`config.mk`:
```
export PLATFORM = sky130hd
export DESIGN_NAME = svmk_divider
export DESIGN_NICKNAME = d
export VERILOG_FILES = /design/src/sv/svmk_pkg.sv /design/src/sv/svmk_divider.sv
export SDC_FILE = /design/constraint.sdc
export NUM_CORES = 1
export LEC_CHECK = 0
export ABC_AREA = 1
export BUFFER_PORTS_ARGS = -buffer_cell sky130_fd_sc_hd__buf_4
export CAP_MARGIN = 40
export CORE_MARGIN = 5
export CORE_UTILIZATION = 50
export CTS_CLUSTER_DIAMETER = 200
export DETAILED_ROUTE_END_ITERATION = 12
export GPL_TIMING_DRIVEN = 0
export PLACE_DENSITY_LB_ADDON = 0.2
export SLEW_MARGIN = 20
export SYNTH_ARGS = -nofsm -noshare
export SYNTH_HDL_FRONTEND = slang
export SYNTH_SLANG_ARGS = --single-unit
```
`constraint.sdc`:
```
create_clock -name clk_i -period 2.1 [get_ports clk_i]
set_input_delay 0.105 -clock clk_i [delete_from_list [all_inputs] [get_ports clk_i]]
set_output_delay 0.105 -clock clk_i [all_outputs]
set_load 0.005 [all_outputs]
```
`src/sv/svmk_pkg.sv`:
```
// svmk_pkg: shared types and constants of the svm kernel classifier
`default_nettype none

package svmk_pkg;

  // configuration register indexes
  localparam int unsigned CFG_IDX_W = 4;
  localparam logic [CFG_IDX_W-1:0] REG_KERNEL_MODE  = 4'd0;
  localparam logic [CFG_IDX_W-1:0] REG_GAMMA        = 4'd1;
  localparam logic [CFG_IDX_W-1:0] REG_COEF_ZERO    = 4'd2;
  localparam logic [CFG_IDX_W-1:0] REG_POLY_DEGREE  = 4'd3;
  localparam logic [CFG_IDX_W-1:0] REG_RHO          = 4'd4;
  localparam logic [CFG_IDX_W-1:0] REG_PROB_A       = 4'd5;
  localparam logic [CFG_IDX_W-1:0] REG_PROB_B       = 4'd6;
  localparam logic [CFG_IDX_W-1:0] REG_VECTOR_COUNT = 4'd7;

  // item function codes
  localparam logic [1:0] FUNC_VECTOR  = 2'd0;
  localparam logic [1:0] FUNC_COEF    = 2'd1;
  localparam logic [1:0] FUNC_FEATURE = 2'd2;

  // kernel modes
  localparam logic [1:0] KERN_LINEAR = 2'd0;
  localparam logic [1:0] KERN_POLY   = 2'd1;
  localparam logic [1:0] KERN_RBF    = 2'd2;
  localparam logic [1:0] KERN_NONE   = 2'd3;

  // fixed point constants
  localparam logic [31:0] ONE_Q16    = 32'd65536;
  localparam logic [30:0] ONE_Q30    = 31'd1073741824;
  localparam logic [29:0] LN2_Q30    = 30'd744261118;
  localparam logic [30:0] LOG2E_Q30  = 31'd1549082005;
  localparam logic [20:0] EXP_CUTOFF = 21'd1310720;

  // divider widths
  localparam int unsigned DIV_N_W = 33;
  localparam int unsigned DIV_D_W = 18;

  typedef struct packed {
    logic               start;
    logic [DIV_N_W-1:0] dividend;
    logic [DIV_D_W-1:0] divisor;
  } svmk_div_req_t;

  typedef struct packed {
    logic               done;
    logic [DIV_N_W-1:0] quotient;
  } svmk_div_rsp_t;

  typedef enum logic [5:0] {
    ST_CLEAR,
    ST_IDLE,
    ST_START,
    ST_VEC,
    ST_EL_RD,
    ST_EL_MUL,
    ST_EL_ACC,
    ST_KERN,
    ST_POLY_G,
    ST_POLY_BASE,
    ST_POLY_LOOP,
    ST_POLY_RET,
    ST_POLY_SQ,
    ST_POLY_SQW,
    ST_RBF_LO,
    ST_RBF_HI,
    ST_RBF_SUM,
    ST_EXP_CHK,
    ST_EXP_N,
    ST_EXP_R,
    ST_EXP_MUL,
    ST_EXP_DIV,
    ST_EXP_WAIT,
    ST_EXP_FIN,
    ST_TERM_MUL,
    ST_TERM_ACC,
    ST_SCORE,
    ST_SIG_M1,
    ST_SIG_M2,
    ST_SIG_Z,
    ST_SIG_DIV,
    ST_SIG_WAIT,
    ST_OUT
  } svmk_state_e;

endpackage

`default_nettype wire

```
`src/sv/svmk_divider.sv`:
```
// svmk_divider: unsigned restoring divider, one quotient bit per cycle
`default_nettype none

module svmk_divider import svmk_pkg::*; (
  input  logic          clk_i,
  input  logic          rst_ni,
  input  svmk_div_req_t req_i,
  output svmk_div_rsp_t rsp_o
);

  localparam int unsigned CNT_W = $clog2(DIV_N_W);

  logic               busy_q;
  logic               done_q;
  logic [CNT_W-1:0]   cnt_q;
  logic [DIV_D_W-1:0] rem_q;
  logic [DIV_N_W-1:0] quo_q;
  logic [DIV_D_W-1:0] dsor_q;
  logic [DIV_D_W:0]   rem_sh;
  logic               ge;
  logic [DIV_D_W:0]   rem_sub;

  // one shift-subtract step
  assign rem_sh  = {rem_q, quo_q[DIV_N_W-1]};
  assign ge      = rem_sh >= {1'b0, dsor_q};
  assign rem_sub = rem_sh - {1'b0, dsor_q};

  // control
  always_ff @(posedge clk_i or negedge rst_ni) begin
    if (!rst_ni) begin
      busy_q <= 1'b0;
      done_q <= 1'b0;
      cnt_q  <= '0;
    end else if (req_i.start) begin
      busy_q <= 1'b1;
      done_q <= 1'b0;
      cnt_q  <= '0;
    end else if (busy_q) begin
      cnt_q <= cnt_q + CNT_W'(1);
      if (cnt_q == CNT_W'(DIV_N_W - 1)) begin
        busy_q <= 1'b0;
        done_q <= 1'b1;
      end
    end else begin
      done_q <= 1'b0;
    end
  end

  // remainder and quotient
  always_ff @(posedge clk_i) begin
    if (req_i.start) begin
      rem_q  <= '0;
      quo_q  <= req_i.dividend;
      dsor_q <= req_i.divisor;
    end else if (busy_q) begin
      rem_q <= ge ? rem_sub[DIV_D_W-1:0] : rem_sh[DIV_D_W-1:0];
      quo_q <= {quo_q[DIV_N_W-2:0], ge};
    end
  end

  assign rsp_o.done     = done_q;
  assign rsp_o.quotient = quo_q;

endmodule

`default_nettype wire

```
==> results_dict.tcl <==
set metrics [dict create \
    timing.fmax_ghz 0.499 \
    finClkSkew_ns 0.00992 \
    timing_worst_setup_path_type "register to register" \
    layout.cells.most_common_list "nand2_1, buf_4, inv_1" \
    final-instance-count-excl-fill 793 \
    clock_sink_count 77 \
    grt_pass1_wl_um 16900 \
    placement.io_buffers 87 \
    numCtsBuffers 9 \
    antenna_found_initial 0 \
    layout.nets 755 \
    ir_worst_vdd_v 0.000471 \
    initial_cell_density_of_the_core 0.507 \
    grt_start_max_net_pins 27 \
    synth-seq-cells 77 \
    placement.setup.worst_slack_ns 0.0106 \
    post-place-cells 745 \
    drc 0 \
    wl_per_cell_um 12.8 \
    synth_top_cells_by_area "edfxtp_1, nand2_1, dfxtp_1" \
    hpwlAfterDp_um 7200 \
    number_of_top_level_design_ports 88 \
    globalplace.congestion 0.884 \
    diodes 0 \
    seq_area_frac_synth 0.480 \
    layout.core_utilization 0.684 \
    areaGrowthSynthToFinish_pct 34.9 \
    static-leakage-power_nw 2.89 \
    final_max_slew_viol_count 0 \
    path_clk_slew_ns 0.09 \
    die_y_um 103 \
    setup-violations-final 0 \
    cts-root-buf "clkbuf_8" \
    hold_path_class "input pin to register" \
    worst_slew_pin_slew_ns 0.563 \
    pre_repair_dr_iteration_count 4 \
    critPathTopFamily "adder cells" \
    clk-insertion-delay-late_ns 0.36 \
    share_of_the_clock_period_used_by_the_worst_path_after_layout 0.953 \
    filler_cell_count 703 \
    overflow 0 \
    number_of_global_route_vias_before_repair 3869 \
    worst_slew_slack_as_a_fraction_of_its_limit 0.624 \
    post_synthesis_cell_type_count 36 \
    path_cells "inv_2, ha_4, inv_2, fa_2, inv_2, nor2_2, o21ai_1, nand2_1, buf_4, xnor2_1, nand2_1, nand3_2, o21ai_2" \
    setup_tns_ns 0 \
    cap_viol_max_count 0 \
    yosys.area.top_type_share 0.351 \
    clock_path_buffers 2 \
    power-per-cell-area_nw_per_um2 1090 \
    placementRows 34 \
    cp-end-kind "register" \
    route.antenna.remaining_nets 0 \
    dr_vias 3886 \
    fp.dieW_um 103 \
    dieArea_sq_um 10700 \
    critical_path.slowest_cell "edfxtp_1" \
    design.core.area_sq_um 8590 \
    htree_levels 3 \
    leading_cell_type_in_the_layout_fill_and_taps_excluded "nand2_1" \
    cp.required_ns 2.34 \
    hold_ws_ns 0.0172 \
    detail_route.wirelength_um 10200 \
    crit_top_cell "inv_2" \
    avgViaCountPerCell 4.90 \
    grt_usage 0.200 \
    synthCells 549 \
    initialDrtViolationCount 160 \
    layout_min_cycle_time_ns 2.00 \
    worst_path_arrival_ns 2.24 \
    mappedNetlistNets 624 \
    drive_above_1_share 0.236 \
    synthesis.area_sq_um 4360 \
    critPathMaxFanout 3 \
    synthDominantAreaCellType "edfxtp_1" \
    yosys_synthesis_warning_count 0 \
    worstSetupStartpointType "register" \
    crit_buf_inv 4 \
    syn_area_per_cell_sq_um 7.94 \
    tritoncts "done" \
    max_stage_delay_ns 0.41 \
    status "completed" \
    final_critical_path_setup_slack_ns 0.0977 \
    fin_hold_viols 0 \
]
-- registers in the layout, indices dropped and copies added, names as in the netlist --
signal / count
quo_q: 33
dsor_q: 18
rem_q: 18
cnt_q: 6
busy_q: 1
done_q: 1
-- tightest hold or removal path: stages --
cell,delay (ns)
buf_4,0.08
nand2_1,0.04
nand2_1,0.05
-- path summary, 6_finish.rpt --
path	from	endpoint	slack, ns	depth (start not counted)
min in group asynchronous	rst_ni	cnt_q[4]$_DFFE_PN0P_	0.11	2
max in group asynchronous	rst_ni	cnt_q[0]$_DFFE_PN0P_	1.86	2
setup reg to reg	quo_q[32]$_DFFE_PP_	rem_q[8]$_SDFFE_PP0P_	0.1	13
hold / removal	req_i[42]	quo_q[24]$_DFFE_PP_	0.02	3
setup / recovery	quo_q[32]$_DFFE_PP_	rem_q[8]$_SDFFE_PP0P_	0.1	13
hold reg to reg	rem_q[17]$_SDFFE_PP0P_	rem_q[17]$_SDFFE_PP0P_	0.47	2
-- routing by layer --
layer	vias to the layer above	track usage	part of all wire
li1	2000	-	-
met1	1777	0.245	0.43
met2	93	0.336	0.49
met3	16	0.0469	0.057
met4	0	0.0857	0.018
met5	-	0	0
-- report_power, final --
part           leakage, nW  internal (mW)  switching [mW]
registers            0.791           1.89           0.202
clock network        0.107          0.681           0.596
logic                 1.99           1.39            1.63
-- cell type report --
cell class	count	area, sq um	area share
inverter	69	259	0.0440
multi-input combinational	385	2080	0.354
clock inverter	6	93.8	0.0160
timing repair buffer	120	983	0.167
clock buffer	10	128	0.0217
tap	108	135	0.0230
sequential	77	2090	0.356
buffer	18	109	0.0185
-- per-stage QoR --
stage               instance area (sq um)  power [mW]
floorplan                            4360        4.11
global placement                     5150        4.71
detailed placement                   5170        4.76
CTS                                  5670        6.10
global route                         5880        6.92
finish                               5880        6.39
-- cells by family after synthesis --
group	after synthesis	synth area share
AND/OR/NAND/NOR	319	0.312
buffers and inverters	87	0.0833
flip-flops	77	0.480
AO/OA/AOI/OAI	37	0.0471
adder cells (fa/ha/maj)	21	0.0620
XOR/XNOR	8	0.0161
-- cell usage after synthesis (all sizes together) --
library cell	n
xor2	1
edfxtp	51
a31oi	1
or2	1
fa	1
nor4	1
dfxtp	18
nand3b	13
dfrtp	8
nor3	7
clkinv	1
a21oi	16
o21bai	2
a21boi	1
and2	1
xnor2	7
ha	20
buf	8
inv	68
nand2	234
o21ai	17
nor2	27
nand3	35
clkbuf	10
-- repair_timing --
item                       4_1_cts  5_1_grt
hold buffers                    28        0
buffers inserted                 0        4
pin swaps                        0        8
hold endpoints to repair        35        0
setup endpoints to repair        1       17
resized for setup                1       35
No activity file was read; power rests on OpenSTA's default activity.
